===== src/hw/rtl/wildcard_kmer_hit_counter_macros.svh =====
// ----------------------------------------------------------------------------
// Wildcard k-mer hit counter: assertion macros
// Shared concurrent assertion helpers, clocked on clk_i and held off in reset.
// ----------------------------------------------------------------------------
`ifndef WILDCARD_KMER_HIT_COUNTER_MACROS_SVH
`define WILDCARD_KMER_HIT_COUNTER_MACROS_SVH

// Same-cycle implication: when ante holds, cons must hold in that cycle.
`define WKHC_ASSERT_IMP(lbl, ante, cons, msg) \
  lbl: assert property (@(posedge clk_i) disable iff (!rst_ni) (ante) |-> (cons)) \
    else $error(msg);

// Next-cycle implication: when ante holds, cons must hold in the next cycle.
`define WKHC_ASSERT_NXT(lbl, ante, cons, msg) \
  lbl: assert property (@(posedge clk_i) disable iff (!rst_ni) (ante) |=> (cons)) \
    else $error(msg);

`endif


===== src/hw/rtl/wkhc_pkg.sv =====
// ----------------------------------------------------------------------------
// Wildcard k-mer hit counter package
// Shared widths, register codes, payload types and the case-folding function.
// ----------------------------------------------------------------------------
`timescale 1ns / 1ps
`default_nettype none

package wkhc_pkg;

  // Fixed field widths.
  localparam int CharW     = 8;
  localparam int PatChars  = 16;
  localparam int LenW      = 5;
  localparam int HitTotalW = 20;
  localparam int CfgDataW  = 64;
  localparam int CfgIdxW   = 2;

  // Parameter defaults.
  localparam int MaxPatternDef = 16;
  localparam int CountBitsDef  = 20;

  // Character constants.
  localparam logic [CharW-1:0] WildcardChar = 8'h2E;
  localparam logic [CharW-1:0] LowerA       = 8'h61;
  localparam logic [CharW-1:0] LowerZ       = 8'h7A;
  localparam logic [CharW-1:0] CaseOffset   = 8'h20;

  // Pattern length after reset.
  localparam logic [LenW-1:0] LenReset = 5'd1;

  // Configuration register indexes.
  typedef enum logic [CfgIdxW-1:0] {
    CfgPatLow  = 2'd0,
    CfgPatHigh = 2'd1,
    CfgPatLen  = 2'd2
  } cfg_reg_e;

  // Input transaction.
  typedef struct packed {
    logic [CharW-1:0] seq_char;
    logic             end_of_seq;
  } in_t;

  // Output transaction.
  typedef struct packed {
    logic                 window_hit;
    logic [HitTotalW-1:0] hit_total;
    logic                 final_result;
  } out_t;

  // Pattern as seen by the matcher: folded characters and clamped length.
  typedef struct packed {
    logic [PatChars-1:0][CharW-1:0] pat_chars;
    logic [LenW-1:0]                pat_len;
  } cfg_t;

  // Fold ASCII lower-case letters to upper case; other bytes pass unchanged.
  function automatic logic [CharW-1:0] fold_upper(input logic [CharW-1:0] c);
    if (c >= LowerA && c <= LowerZ) begin
      return c - CaseOffset;
    end
    return c;
  endfunction

endpackage

`default_nettype wire


===== src/hw/rtl/wildcard_kmer_hit_counter.sv =====
// ----------------------------------------------------------------------------
// Wildcard k-mer hit counter
// Counts wildcard pattern matches, case-insensitive, in a character stream.
// ----------------------------------------------------------------------------
//   Channel  Direction  Handshake              Payload
//   in       input      in_valid_i/in_ready_o  in_data_i  (seq_char, end_of_seq)
//   out      output     out_valid_o/out_ready_i out_data_o (window_hit, hit_total,
//                                                           final_result)
//   cfg      input      cfg_we_i               cfg_idx_i, cfg_wdata_i
//
// One character per clock sustained while the output is not stalled. An input
// transaction passes the input register, then the window compare and counter,
// whose result lands in the output register. A stalled output still lets one
// more character into the input register. Reset clears the window, fill, count
// and configuration (pattern length one); no clearing pass is needed.
// ----------------------------------------------------------------------------
`timescale 1ns / 1ps
`default_nettype none
`include "wildcard_kmer_hit_counter_macros.svh"

module wildcard_kmer_hit_counter #(
  parameter int MaxPattern = wkhc_pkg::MaxPatternDef,
  parameter int CountBits  = wkhc_pkg::CountBitsDef
) (
  input  wire logic                          clk_i,
  input  wire logic                          rst_ni,
  input  wire logic                          in_valid_i,
  output logic                               in_ready_o,
  input  wire wkhc_pkg::in_t                 in_data_i,
  output logic                               out_valid_o,
  input  wire logic                          out_ready_i,
  output wkhc_pkg::out_t                     out_data_o,
  input  wire logic                          cfg_we_i,
  input  wire logic [wkhc_pkg::CfgIdxW-1:0]  cfg_idx_i,
  input  wire logic [wkhc_pkg::CfgDataW-1:0] cfg_wdata_i
);

  wkhc_pkg::cfg_t cfg;
  wkhc_pkg::in_t  s1_q;
  logic           s1_valid_q;
  logic           adv;
  logic           hit;
  logic [wkhc_pkg::HitTotalW-1:0] total;

  wkhc_cfg_regs #(
    .MaxPattern (MaxPattern)
  ) u_cfg (
    .clk_i       (clk_i),
    .rst_ni      (rst_ni),
    .cfg_we_i    (cfg_we_i),
    .cfg_idx_i   (cfg_idx_i),
    .cfg_wdata_i (cfg_wdata_i),
    .cfg_o       (cfg)
  );

  // The input register moves on when the output register is free or draining.
  assign adv        = s1_valid_q && (!out_valid_o || out_ready_i);
  assign in_ready_o = !s1_valid_q || adv;

  // Input register.
  always_ff @(posedge clk_i or negedge rst_ni) begin
    if (!rst_ni) begin
      s1_valid_q <= 1'b0;
    end else if (in_ready_o) begin
      s1_valid_q <= in_valid_i;
    end
  end

  always_ff @(posedge clk_i) begin
    if (in_valid_i && in_ready_o) begin
      s1_q <= in_data_i;
    end
  end

  wkhc_scan #(
    .MaxPattern (MaxPattern),
    .CountBits  (CountBits)
  ) u_scan (
    .clk_i   (clk_i),
    .rst_ni  (rst_ni),
    .adv_i   (adv),
    .char_i  (s1_q.seq_char),
    .last_i  (s1_q.end_of_seq),
    .cfg_i   (cfg),
    .hit_o   (hit),
    .total_o (total)
  );

  // Output register.
  always_ff @(posedge clk_i or negedge rst_ni) begin
    if (!rst_ni) begin
      out_valid_o <= 1'b0;
    end else if (adv) begin
      out_valid_o <= 1'b1;
    end else if (out_ready_i) begin
      out_valid_o <= 1'b0;
    end
  end

  always_ff @(posedge clk_i) begin
    if (adv) begin
      out_data_o.window_hit   <= hit;
      out_data_o.hit_total    <= total;
      out_data_o.final_result <= s1_q.end_of_seq;
    end
  end

  // A held input register with no room downstream must refuse new transactions.
  `WKHC_ASSERT_IMP(a_no_overrun, s1_valid_q && !adv, !in_ready_o, "input register overrun")

endmodule

`default_nettype wire


===== src/hw/rtl/wkhc_cfg_regs.sv =====
// ----------------------------------------------------------------------------
// Wildcard k-mer hit counter configuration registers
// Holds the pattern words and length; presents folded characters and the
// clamped pattern length to the matcher.
// ----------------------------------------------------------------------------
`timescale 1ns / 1ps
`default_nettype none

module wkhc_cfg_regs #(
  parameter int MaxPattern = wkhc_pkg::MaxPatternDef
) (
  input  wire logic                          clk_i,
  input  wire logic                          rst_ni,
  input  wire logic                          cfg_we_i,
  input  wire logic [wkhc_pkg::CfgIdxW-1:0]  cfg_idx_i,
  input  wire logic [wkhc_pkg::CfgDataW-1:0] cfg_wdata_i,
  output wkhc_pkg::cfg_t                     cfg_o
);

  localparam int Lim  = (MaxPattern < wkhc_pkg::PatChars) ? MaxPattern : wkhc_pkg::PatChars;
  localparam int LenW = wkhc_pkg::LenW;

  logic [wkhc_pkg::CfgDataW-1:0] pat_low_q, pat_high_q;
  logic [LenW-1:0]               len_q;

  // Register writes; an index past the list is ignored.
  always_ff @(posedge clk_i or negedge rst_ni) begin
    if (!rst_ni) begin
      pat_low_q  <= '0;
      pat_high_q <= '0;
      len_q      <= wkhc_pkg::LenReset;
    end else if (cfg_we_i) begin
      unique case (cfg_idx_i)
        wkhc_pkg::CfgPatLow:  pat_low_q  <= cfg_wdata_i;
        wkhc_pkg::CfgPatHigh: pat_high_q <= cfg_wdata_i;
        wkhc_pkg::CfgPatLen:  len_q      <= cfg_wdata_i[LenW-1:0];
        default: ;
      endcase
    end
  end

  // Fold the pattern characters and clamp the length to one..Lim.
  always_comb begin
    logic [2*wkhc_pkg::CfgDataW-1:0] pat_all;
    pat_all = {pat_high_q, pat_low_q};
    for (int i = 0; i < wkhc_pkg::PatChars; i++) begin
      cfg_o.pat_chars[i] = wkhc_pkg::fold_upper(pat_all[i*wkhc_pkg::CharW +: wkhc_pkg::CharW]);
    end
    if (len_q == '0) begin
      cfg_o.pat_len = LenW'(1);
    end else if (int'(len_q) > Lim) begin
      cfg_o.pat_len = LenW'(Lim);
    end else begin
      cfg_o.pat_len = len_q;
    end
  end

endmodule

`default_nettype wire


===== src/hw/rtl/wkhc_scan.sv =====
// ----------------------------------------------------------------------------
// Wildcard k-mer hit counter scan unit
// Character window, sequence fill and hit counter, with the parallel
// wildcard compare of the window that ends at the incoming character.
// ----------------------------------------------------------------------------
`timescale 1ns / 1ps
`default_nettype none
`include "wildcard_kmer_hit_counter_macros.svh"

module wkhc_scan #(
  parameter int MaxPattern = wkhc_pkg::MaxPatternDef,
  parameter int CountBits  = wkhc_pkg::CountBitsDef
) (
  input  wire logic                           clk_i,
  input  wire logic                           rst_ni,
  input  wire logic                           adv_i,
  input  wire logic [wkhc_pkg::CharW-1:0]     char_i,
  input  wire logic                           last_i,
  input  wire wkhc_pkg::cfg_t                 cfg_i,
  output logic                                hit_o,
  output logic [wkhc_pkg::HitTotalW-1:0]      total_o
);

  localparam int Lim     = (MaxPattern < wkhc_pkg::PatChars) ? MaxPattern : wkhc_pkg::PatChars;
  localparam int IdxW    = (Lim > 1) ? $clog2(Lim) : 1;
  localparam int NwDepth = 2 ** IdxW;
  localparam int FillW   = $clog2(Lim + 1);
  localparam int CharW   = wkhc_pkg::CharW;
  localparam int LenW    = wkhc_pkg::LenW;
  localparam int HitW    = wkhc_pkg::HitTotalW;

  logic [CharW-1:0]     win_q [Lim];
  logic [CharW-1:0]     nw    [NwDepth];
  logic [CharW-1:0]     char_f;
  logic [FillW-1:0]     fill_q, fill_inc;
  logic [CountBits-1:0] cnt_q, cnt_inc;
  logic                 all_ok;

  assign char_f = wkhc_pkg::fold_upper(char_i);

  // Window as it stands once this character has been shifted in.
  always_comb begin
    for (int k = 0; k < NwDepth; k++) begin
      nw[k] = '0;
    end
    nw[0] = char_f;
    for (int k = 1; k < Lim; k++) begin
      nw[k] = win_q[k-1];
    end
  end

  // Fill counts characters of this sequence, saturating at the window size.
  assign fill_inc = (fill_q == FillW'(Lim)) ? fill_q : fill_q + FillW'(1);

  // Pattern character i lines up with window position len-1-i.
  always_comb begin
    all_ok = 1'b1;
    for (int i = 0; i < Lim; i++) begin
      logic [LenW-1:0]  pos;
      logic [CharW-1:0] s_char;
      logic [CharW-1:0] p_char;
      pos    = cfg_i.pat_len - LenW'(1) - LenW'(i);
      s_char = nw[pos[IdxW-1:0]];
      p_char = cfg_i.pat_chars[i];
      if (LenW'(i) < cfg_i.pat_len && p_char != wkhc_pkg::WildcardChar && p_char != s_char) begin
        all_ok = 1'b0;
      end
    end
  end

  assign hit_o   = all_ok && (int'(fill_inc) >= int'(cfg_i.pat_len));
  assign cnt_inc = (hit_o && cnt_q != '1) ? cnt_q + CountBits'(1) : cnt_q;
  assign total_o = HitW'(cnt_inc);

  // State update on each character taken into the scan.
  always_ff @(posedge clk_i or negedge rst_ni) begin
    if (!rst_ni) begin
      for (int k = 0; k < Lim; k++) begin
        win_q[k] <= '0;
      end
      fill_q <= '0;
      cnt_q  <= '0;
    end else if (adv_i) begin
      for (int k = Lim - 1; k > 0; k--) begin
        win_q[k] <= win_q[k-1];
      end
      win_q[0] <= char_f;
      fill_q   <= last_i ? '0 : fill_inc;
      cnt_q    <= last_i ? '0 : cnt_inc;
    end
  end

  // A sequence end leaves fill and count cleared.
  `WKHC_ASSERT_NXT(a_seq_end_clears, adv_i && last_i, fill_q == '0 && cnt_q == '0, "sequence end did not clear state")
  // Within a sequence the count moves by at most one.
  `WKHC_ASSERT_NXT(a_cnt_step, adv_i && !last_i, cnt_q == $past(cnt_q) || cnt_q == $past(cnt_q) + CountBits'(1), "count stepped by more than one")
  // Without a character the scan state holds.
  `WKHC_ASSERT_NXT(a_idle_hold, !adv_i, $stable(cnt_q) && $stable(fill_q), "scan state changed while idle")

endmodule

`default_nettype wire

===== config.mk =====
export PLATFORM = sky130hd
export DESIGN_NAME = wildcard_kmer_hit_counter
export DESIGN_NICKNAME = d
export VERILOG_FILES = /design/src/hw/rtl/wkhc_pkg.sv /design/src/hw/rtl/wildcard_kmer_hit_counter.sv /design/src/hw/rtl/wkhc_cfg_regs.sv /design/src/hw/rtl/wkhc_scan.sv
export VERILOG_INCLUDE_DIRS = /design/src /design/src/hw/rtl
export SDC_FILE = /design/constraint.sdc
export NUM_CORES = 1
export LEC_CHECK = 0
export ABC_AREA = 1
export BUFFER_PORTS_ARGS = -buffer_cell sky130_fd_sc_hd__buf_4
export CAP_MARGIN = 25
export CORE_MARGIN = 8
export CORE_UTILIZATION = 50
export CTS_CLUSTER_SIZE = 12
export DETAILED_ROUTE_END_ITERATION = 8
export PLACE_DENSITY = 0.67
export SYNTH_ARGS = -nofsm -noshare
export SYNTH_HDL_FRONTEND = slang
export SYNTH_SLANG_ARGS = --single-unit

===== constraint.sdc =====
create_clock -name clk_i -period 10.7 [get_ports clk_i]
set_input_delay 2.14 -clock clk_i [delete_from_list [all_inputs] [get_ports clk_i]]
set_output_delay 2.14 -clock clk_i [all_outputs]
set_load 0.02 [all_outputs]

# After elaboration in Yosys (flattened, before gate mapping)

Cells that the tools add are included.

Add/subtract/negate cells: 35
$lt $le $gt $ge: 68
Equal/unequal tests: 36
Muxes and demuxes: 123
Bitwise operators: 16
Reductions and logical operators: 63

Operators by type and width:

| cell                                                           | count |
|---|---|
| two-way mux 8 bit                                              | 66 |
| binary-select mux 8 bit (select 4 bit)                         | 16 |
| >= comparator 8 x 7 -> 1 bit, second input constant            | 17 |
| less-or-equal comparator 8 x 7 -> 1 bit, second input constant | 17 |
| subtractor 8 x 6 -> 8 bit, second input constant               | 17 |
| != test 8 x 6 -> 1 bit, second input constant                  | 16 |
| != test 8 bit                                                  | 16 |
| >= comparator 5 bit, second input constant                     | 16 |
| inverter 4 -> 5 bit                                            | 16 |
| logical AND 1 bit                                              | 53 |
| less-than comparator 4 x 5 -> 1 bit, first input constant      | 8 |
| two-way mux 20 bit                                             | 2 |
| two-way mux 1 bit                                              | 35 |
| subtractor 4 bit, second input constant                        | 8 |
| adder 20 x 1 -> 20 bit, second input constant                  | 1 |
| less-than comparator 3 x 5 -> 1 bit, first input constant      | 4 |
| two-way mux 5 bit                                              | 4 |
| != test 20 bit, second input constant                          | 1 |
| subtractor 4 x 3 -> 4 bit, second input constant               | 4 |
| less-than comparator 1 x 5 -> 1 bit, first input constant      | 2 |
| less-than comparator 2 x 5 -> 1 bit, first input constant      | 2 |
| subtractor 4 x 1 -> 4 bit, second input constant               | 2 |
| subtractor 4 x 2 -> 4 bit, second input constant               | 2 |
| AND reduction 2 bit                                            | 3 |
| 11 further kinds                                               | 13 |

Register bits: 311
Output and inout port bits: 24
Logic and storage cells: 368

# Longest topological paths before layout

Gate-level depths: netlist of run 1.

Depth after elaboration: 30
Gate-level depth with buffers: 35
Gate-level depth less buffers: 30

# Modules after synthesis

A second synthesis of run 1 with hierarchy kept.

Cells, all modules: 3947
Area total of the unflattened synthesis: 25250.5 µm²

Modules (own cells, without submodules):

| module                    | instances | cells an instance | area an instance (µm²) | sequential area each (µm²) |
|---|---|---|---|---|
| wkhc_scan                 | 1         | 2880              | 16180.5                | 3628.5 |
| wkhc_cfg_regs             | 1         | 1024              | 8044.0                 | 3329.4 |
| wildcard_kmer_hit_counter | 1         | 43                | 1026.0                 | 980.9 |

# Worst setup path after synthesis of run 1

No wires, ideal clock.

Kind: register to register
Start: register u_cfg.len_q[4]
End: register out_data_o[3] (netlist bit), data pin
Library setup time: 255 ps
Arrival: 4279 ps
Required time: 10445 ps
Path slack: 6166 ps
Cell stages (with the launch flop): 30
Path buffers: 6
Clock period less this slack: 4534 ps
Cell sequence: dfrtp_1 > inv_2 > buf_2 > nand2_2 > clkbuf_1 > ha_1 > xor2_2 > inv_2 > buf_1 > ha_1 > clkbuf_1 > inv_1 > clkbuf_1 > nand3_1 > nand2_1 > nand2_1 > nand2_1 > nand2_1 > nand2_1 > nand2_1 > nor2_1 > nand3_1 > nand2_1 > nand2_1 > nor2_1 > nand2_1 > nor2_4 > buf_2 > nand4_1 > and2_1

Cells in the longest elaborated chain, start to end: 29
Elaborated cells on any way between the ends: 168
Those cells by class: add/sub (16); order compare (18); eq/ne (16); mux (67); bitwise (16); reduce/logical (35)

RTL lines:

| what                                                                                                | line                             | source |
|---|---|---|
| start: declaration                                                                                  | wkhc_cfg_regs.sv:24              | `logic [LenW-1:0] len_q;` |
| start signal: assignment                                                                            | wkhc_cfg_regs.sv:31              | `len_q <= wkhc_pkg::LenReset;` |
| start signal: assignment                                                                            | wkhc_cfg_regs.sv:36              | `wkhc_pkg::CfgPatLen: len_q <= cfg_wdata_i[LenW-1:0];` |
| > comparator 5 bit                                                                                  | wkhc_cfg_regs.sv:51              | `end else if (int'(len_q) > Lim) begin` |
| two-way mux 5 bit                                                                                   | wkhc_cfg_regs.sv:51              |  |
| two-way mux 5 bit *                                                                                 | wkhc_cfg_regs.sv:49              | `if (len_q == '0) begin` |
| subtractor 4 x 1 -> 4 bit                                                                           | wkhc_scan.sv:62                  | `pos = cfg_i.pat_len - LenW'(1) - LenW'(i);` |
| subtractor 4 x 1 -> 4 bit or inverter 4 -> 5 bit (tied branches)                                    | wkhc_scan.sv:62, wkhc_scan.sv:63 |  |
| inverter 4 -> 5 bit (not written as such) or binary-select mux 8 bit (select 4 bit) (tied branches) | wkhc_scan.sv:63                  | `s_char = nw[pos[IdxW-1:0]];` |
| binary-select mux 8 bit (select 4 bit) or two-way mux 8 bit (tied branches)                         | wkhc_scan.sv:63                  |  |
| two-way mux 8 bit (not written as such)                                                             | wkhc_scan.sv:63                  |  |
| two-way mux 8 bit (not written as such) or != test 8 bit (tied branches)                            | wkhc_scan.sv:63, wkhc_scan.sv:65 |  |
| != test 8 bit or logical AND 1 bit (tied branches)                                                  | wkhc_scan.sv:65                  | `if (LenW'(i) < cfg_i.pat_len && p_char != wkhc_pkg::WildcardChar && p_char != s_char) begin` |
| logical AND 1 bit or two-way mux 1 bit (tied branches)                                              | wkhc_scan.sv:65                  |  |
| two-way mux 1 bit (15 in a row)                                                                     | wkhc_scan.sv:65                  |  |
| logical AND 1 bit *                                                                                 | wkhc_scan.sv:71                  | `assign hit_o = all_ok && (int'(fill_inc) >= int'(cfg_i.pat_len));` |
| logical AND 1 bit *                                                                                 | wkhc_scan.sv:72                  | `assign cnt_inc = (hit_o && cnt_q != '1) ? cnt_q + CountBits'(1) : cnt_q;` |
| two-way mux 20 bit *                                                                                | wkhc_scan.sv:72                  |  |
| net total, one bit                                                                                  | wildcard_kmer_hit_counter.sv:43  | `logic [wkhc_pkg::HitTotalW-1:0] total;` |
| end: declaration                                                                                    | wildcard_kmer_hit_counter.sv:32  | `output wkhc_pkg::out_t out_data_o,` |

Mark *: on every way through the listed nets, which the timed path passes. The rest lies on a longest branch. The select of a mux whose other input is x is not followed.
A chain may end at the register's enable or synchronous reset.

# Worst setup path in the final report of run 1

Start: register u_cfg.len_q[0]
End: register out_data_o[4] (netlist bit), data pin

Same word-level chain as after synthesis.

==> results of run 1 <==
sequential cells by signal (all words and copies together) (netlist names):
register          count
u_scan.cnt_q         20
out_valid_o           1
out_data_o           22
u_cfg.len_q           5
u_scan.nw           120
u_scan.fill_q         5
s1_q                  9
u_cfg.pat_high_q     64
u_cfg.pat_low_q      64
s1_valid_q            1
cells by family (layout without fill, tap and decap cells):
family / Yosys count / after routing / synth area share (%)
AND/OR/NAND/NOR: 2361 / 2361 / 42.8
buffers and inverters: 587 / 603 / 9.88
AO/OA/AOI/OAI: 464 / 464 / 10.6
flip-flops: 311 / 311 / 33.6
adder cells (fa/ha/maj): 36 / 36 / 1.90
XOR/XNOR: 35 / 35 / 1.33
area by class of cell:
type	instances	area [um^2]	share of cell area, %
multi-input combinational	2896	13400	51.6
clock buffer	53	1080	4.14
sequential	311	7940	30.5
clock inverter	17	283	1.09
inverter	401	1510	5.79
timing repair buffer	132	1030	3.94
tap	607	759	2.92
stage by stage:
stage	setup slack [ns]	utilization (%)	area, um^2	hold slack [ns]
2_1_floorplan	6.17	-	23700	0.427
3_3_place_gp	4.44	52.7	24600	0.435
3_5_place_dp	4.34	52.7	24600	0.454
4_1_cts	4.34	55.7	26000	0.467
5_1_grt	3.75	55.7	26000	0.464
6_report	4.22	55.7	26000	0.458
report_power, final:
group	switching, mW	internal [mW]
Combinational	3.04	1.22
Clock	0.557	0.855
Sequential	0.298	1.50
per-layer routing:
metal  vias up  wire [um]
li1      12400          -
met1     11600      38100
met2      1132      37600
met3       192       8230
met4         2       5100
met5         -         12
worst register-to-register path, delay by kind of cell (launching register included):
kind | cells | cell delay, ns
AND/OR/NAND/NOR | 21 | 2.74
buffers and inverters | 6 | 2.04
adder cells (fa/ha/maj) | 2 | 0.76
XOR/XNOR | 1 | 0.11
flip-flops | 1 | 0.56
cell usage in the layout, fill, tap and decap left out, types with 32 or more instances in the layout:
| cell | count |
|---|---|
| buf_4 | 129 |
| clkbuf_16 | 38 |
| dfrtp_1 | 279 |
| ha_1 | 35 |
| inv_1 | 391 |
| nand2_1 | 1430 |
| nand3_1 | 701 |
| nand4_1 | 46 |
| nor2_1 | 76 |
| nor3_1 | 40 |
| o211ai_1 | 46 |
| o21ai_0 | 306 |
| o21ai_1 | 57 |
| xor2_1 | 32 |
worst paths after layout:
path,to,slack (ns)
max,out_data_o[4],4.22
min,out_data_o[0],0.46
max reg2reg,out_data_o[4],4.22
min reg2reg,out_data_o[0],0.46
max in group asynchronous,u_cfg.pat_low_q[46],7.73
min in group asynchronous,u_scan.cnt_q[13],1.55
==> results.sh, run 1 <==
export IMPL_status="completed"
export IMPL_post_cts_buffers=0
export IMPL_arrival_ns=6.80
export IMPL_crit_path_end_kind="flip-flop"
export IMPL_syn_to_final_growth_pct=9.91
export IMPL_cts_made_buffers=38
export IMPL_grt_pass1_wl_um=135000
export IMPL_cts_tree="yes"
export IMPL_power_density_nw_per_um2=287
export IMPL_rsz0062_at_grt="false"
export IMPL_antenna_found_initial=1
export IMPL_worstReg2RegStart="u_cfg.len_q[0]"
export IMPL_async_flop_share_pct=90.0
export IMPL_drtIter0Drc=3435
export IMPL_min_from="s1_q[0]"
export IMPL_grtUsageMet3_pct=5.35
export IMPL_cts_sinks=311
export IMPL_required_ns=11.02
export IMPL_clkSlewWorstSetupHoldPaths_ns=0.06
export IMPL_hp_class="reg2reg"
export IMPL_yosysTopAreaCellShare_pct=29.5
export IMPL_relSlewSlack_pct=31.2
export IMPL_clkLatencyLatePin_ns=0.59
export IMPL_synth_edff_count=31
export IMPL_dieHeight_um=234
export IMPL_core_area_um2=46700
export IMPL_ir_drop_mv=0.135
export IMPL_p_leak_nw=13.5
export IMPL_num_vias=25300
export IMPL_initial_utilization_pct=50.7
export IMPL_synth_distinct_cells=45
export IMPL_fin_cells=4417
export IMPL_setup_viol=0
export IMPL_syn_area_per_cell_um2=6.24
export IMPL_maxCapViolCount=0
export IMPL_critPathLaunchType="flip-flop"
export IMPL_n_antenna_cell=0
export IMPL_row_count=79
export IMPL_path_class="reg2reg"
export IMPL_cp_startpoint="u_cfg.len_q[0]"
export IMPL_routed_wirelength_um=89100
export IMPL_syn_num_nets=3910
export IMPL_ys_warn_count=0
export IMPL_postRouteAntennaNets=0
export IMPL_synth_area_leaders="dfrtp_1, nand2_1, nand3_1"
export IMPL_nFillCells=4765
export IMPL_io_pins=104
export IMPL_cpMaxStageDelayCell="buf_4"
export IMPL_syn_area_um2=23700
export IMPL_synthCells=3794
export IMPL_ys_flop_type="dfrtp_1"
export IMPL_ys_seq_area_share_pct=33.6
export IMPL_firstDrtPassIters=6
export IMPL_min_path_cells=0
export IMPL_clock_fmax_ghz=0.154
export IMPL_gr_total_overflow=0
export IMPL_drive_gt1_share_pct=5.80
export IMPL_cts_hold_buffers=0
export IMPL_dp_cells=4345
export IMPL_critPathMaxStageDelay_ns=0.58
export IMPL_drv_slew=0
export IMPL_viasPerCell=5.73
export IMPL_clockBufferDepth=3
export IMPL_avgRoutedWirePerCell_um=20.2
export IMPL_synth_common_cells="nand2_1, nand3_1, inv_1"
export IMPL_worstMarginPinSlew_ns=1.03
export IMPL_use_met2_pct=48.2
export IMPL_cts_resized=0
export IMPL_yosysMostFrequentCell="nand2_1"
export IMPL_crit_buf_inv=6
export IMPL_grt_pass1_vias=22500
export IMPL_routabilityCongestion=1.06
export IMPL_critical_path_depth=30
export IMPL_grt_util_met1_pct=44.6
export IMPL_reg2reg_depth=30
export IMPL_crit_path_frequent_cell="nand2_1"
export IMPL_drc=0
export IMPL_yosysTopAreaCell="dfrtp_1"
export IMPL_finalPower_mw=7.47
export IMPL_ys_ff_latch=311
export IMPL_dieArea_um2=54500
export IMPL_clock_tree_root_cell="clkbuf_16"
export IMPL_die_w_um=234
export IMPL_htreeDepth=2
export IMPL_fin_tns_setup_ns=0
export IMPL_numPortBuffers=103
export IMPL_crit_family="simple AND/OR/NAND/NOR gates"
export IMPL_dp_hpwl_um=68300
export IMPL_finalNetCount=3896
export IMPL_report_final_hold_viol_count=0
export IMPL_grt_use_total_pct=32.3
export IMPL_grt_max_degree=113
export IMPL_finalCritPeriodShare_pct=60.6
export IMPL_crit_fanout=64
export IMPL_grt_busiest_layer="met2"
export IMPL_period_minus_slack_ns=6.48
export IMPL_finClkSkew_ns=0.0225
Power figures use the tool's default switching activity.
==> inputs of run 2 (changes only) <==
clock period = 6.5 ns   (was 10.7 ns; I/O delays follow)
==> run 2 against run 1 <==
Against the previous run: non-clock buffer count up 14; critical path depth is 5 lower; sequential share of layout area down 0.075 points; largest power group unchanged; combinational power grew 67%; power grew 65%; clock skew down 0.0055 ns; critical path type unchanged; setup slack lost 3.2 ns; clock power is 57% higher; die area stayed put; via count up 0.68%; highest routed layer is now met4; fmax up 17%; design area rose by 0.25%.
==> results.sh, run 2 (synthesis gave the netlist of run 1 again) <==
export IMPL_status="completed"
export IMPL_grt_max_degree=118
export IMPL_avgRoutedWirePerCell_um=20.1
export IMPL_io_pins=104
export IMPL_gr_total_overflow=0
export IMPL_die_w_um=234
export IMPL_fin_tns_setup_ns=0
export IMPL_critPathLaunchType="flip-flop"
export IMPL_fin_area_um2=26100
export IMPL_cts_tree="yes"
export IMPL_n_antenna_cell=0
export IMPL_dp_cells=4360
export IMPL_finalPower_mw=12.3
export IMPL_layout_commonest_cell="nand2_1"
export IMPL_crit_fanout=26
export IMPL_crit_path_frequent_cell="nand2_1"
export IMPL_cpMaxStageDelayCell="nor2_4"
export IMPL_p_leak_nw=13.6
export IMPL_hp_class="reg2reg"
export IMPL_grtUsageMet3_pct=7.01
export IMPL_grt_pass1_wl_um=136000
export IMPL_grt_pass1_vias=22800
export IMPL_clock_fmax_ghz=0.181
export IMPL_initial_utilization_pct=50.7
export IMPL_rsz0062_at_grt="false"
export IMPL_largest_reg_flops=120
export IMPL_clkSlewWorstSetupHoldPaths_ns=0.08
export IMPL_nFillCells=4776
export IMPL_finalNetCount=3911
export IMPL_power_frac_comb_pct=57.9
export IMPL_maxCapViolCount=0
export IMPL_cts_made_buffers=39
export IMPL_row_count=79
export IMPL_clkLatencyLatePin_ns=0.59
export IMPL_num_vias=25500
export IMPL_place_area_um2=24800
export IMPL_path_class="reg2reg"
export IMPL_crit_family="simple AND/OR/NAND/NOR gates"
export IMPL_cts_resized=0
export IMPL_drive_gt1_share_pct=6.33
export IMPL_clockBufferDepth=3
export IMPL_p_sw_share_pct=52.9
export IMPL_core_area_um2=46700
export IMPL_power_frac_clock_pct=18.0
export IMPL_grt_use_total_pct=32.4
export IMPL_firstDrtPassIters=6
export IMPL_routed_wirelength_um=89100
export IMPL_critPathMaxStageDelay_ns=0.49
export IMPL_syn_to_final_growth_pct=10.2
export IMPL_pwr_share_seq_pct=24.1
export IMPL_clock_tree_root_cell="clkbuf_16"
export IMPL_p_sw_mw=6.50
export IMPL_fin_cells=4433
export IMPL_relSlewSlack_pct=35.0
export IMPL_use_met2_pct=48.8
export IMPL_post_cts_buffers=0
export IMPL_drc=0
export IMPL_period_minus_slack_ns=5.52
export IMPL_routabilityCongestion=1.06
export IMPL_ir_drop_mv=0.242
export IMPL_cts_hold_buffers=0
export IMPL_arrival_ns=5.84
export IMPL_dieHeight_um=234
export IMPL_setup_viol=0
export IMPL_numPortBuffers=103
export IMPL_grt_busiest_layer="met2"
export IMPL_finalCritPeriodShare_pct=84.9
export IMPL_finClkSkew_ns=0.0170
export IMPL_crit_path_end_kind="flip-flop"
export IMPL_layout_common_cells="nand2_1, nand3_1, inv_1"
export IMPL_grt_util_met1_pct=43.6
export IMPL_antenna_found_initial=1
export IMPL_report_final_hold_viol_count=0
export IMPL_htreeDepth=2
export IMPL_cts_sinks=311
export IMPL_dieArea_um2=54500
export IMPL_drtIter0Drc=3588
export IMPL_power_density_nw_per_um2=472
export IMPL_dp_hpwl_um=68800
export IMPL_required_ns=6.82
export IMPL_crit_buf_inv=4
export IMPL_drv_slew=0
export IMPL_worstMarginPinSlew_ns=0.975
export IMPL_postRouteAntennaNets=0
export IMPL_cellInternalPower_mw=5.80
export IMPL_viasPerCell=5.75
## run 2: cell count changes in the layout (fill, tap and decap cells not counted), sizes merged
cell	before	now
bufinv	6	2
buf	132	146
clkinv	11	15
clkinvlp	1	2
clkbuf	53	50
inv	400	404
## run 2: cell type report
cell class	instances	area (um^2)	share of cell area, %
inverters	401	1510	5.77
clock buffers	50	1100	4.21
well taps	607	759	2.91
clock inverters	22	181	0.696
flip-flops and latches	311	7940	30.5
multi-input cells	2896	13400	51.5
repair buffers	146	1170	4.49
## run 2: power groups by stage
stage	Combinational [mW]	Sequential, mW	Clock (mW)
floorplan	4.83	2.83	0
global placement	6.86	2.97	0
detailed placement	6.89	2.97	0
CTS	6.92	2.95	2.23
global route	7.83	3.03	2.31
finish	7.12	2.96	2.21
## run 2: path summary, 6_finish.rpt
check	startpoint	end	slack [ns]	depth (start not counted)
hold / removal	s1_q[0]	out_data_o[0]	0.46	0
setup reg to reg	u_cfg.len_q[4]	out_data_o[9]	0.98	25
setup / recovery	u_cfg.len_q[4]	out_data_o[9]	0.98	25
min in group asynchronous	rst_ni	u_scan.cnt_q[10]	0.70	1
max in group asynchronous	rst_ni	u_cfg.pat_high_q[55]	4.50	2
hold reg to reg	s1_q[0]	out_data_o[0]	0.46	0
## run 2: worst reg2reg max path, delay by kind of cell, from the launching register on
family / cells / cell delay (ns)
and+or+nand+nor: 20 / 3.64
buffers and inverters: 4 / 0.88
DFF: 1 / 0.46
adders and majority gates: 1 / 0.27
## run 2: metal layers
layer / vias to the layer above / routed length, um / share of wire [%]
li1: 12400 / - / -
met2: 1158 / 38000 / 43
met1: 11700 / 37400 / 42
met5: - / 0 / 0
met4: 0 / 5390 / 6.0
met3: 260 / 8310 / 9.3
## run 2: through the flow
step | setup WS (ns) | hold slack [ns] | util [%]
finish | 0.979 | 0.457 | 55.9
floorplan | 1.97 | 0.427 | -
global route | 0.669 | 0.482 | 55.9
global placement | 1.29 | 0.439 | 53.0
detailed placement | 1.19 | 0.441 | 53.1
CTS | 1.17 | 0.455 | 55.8
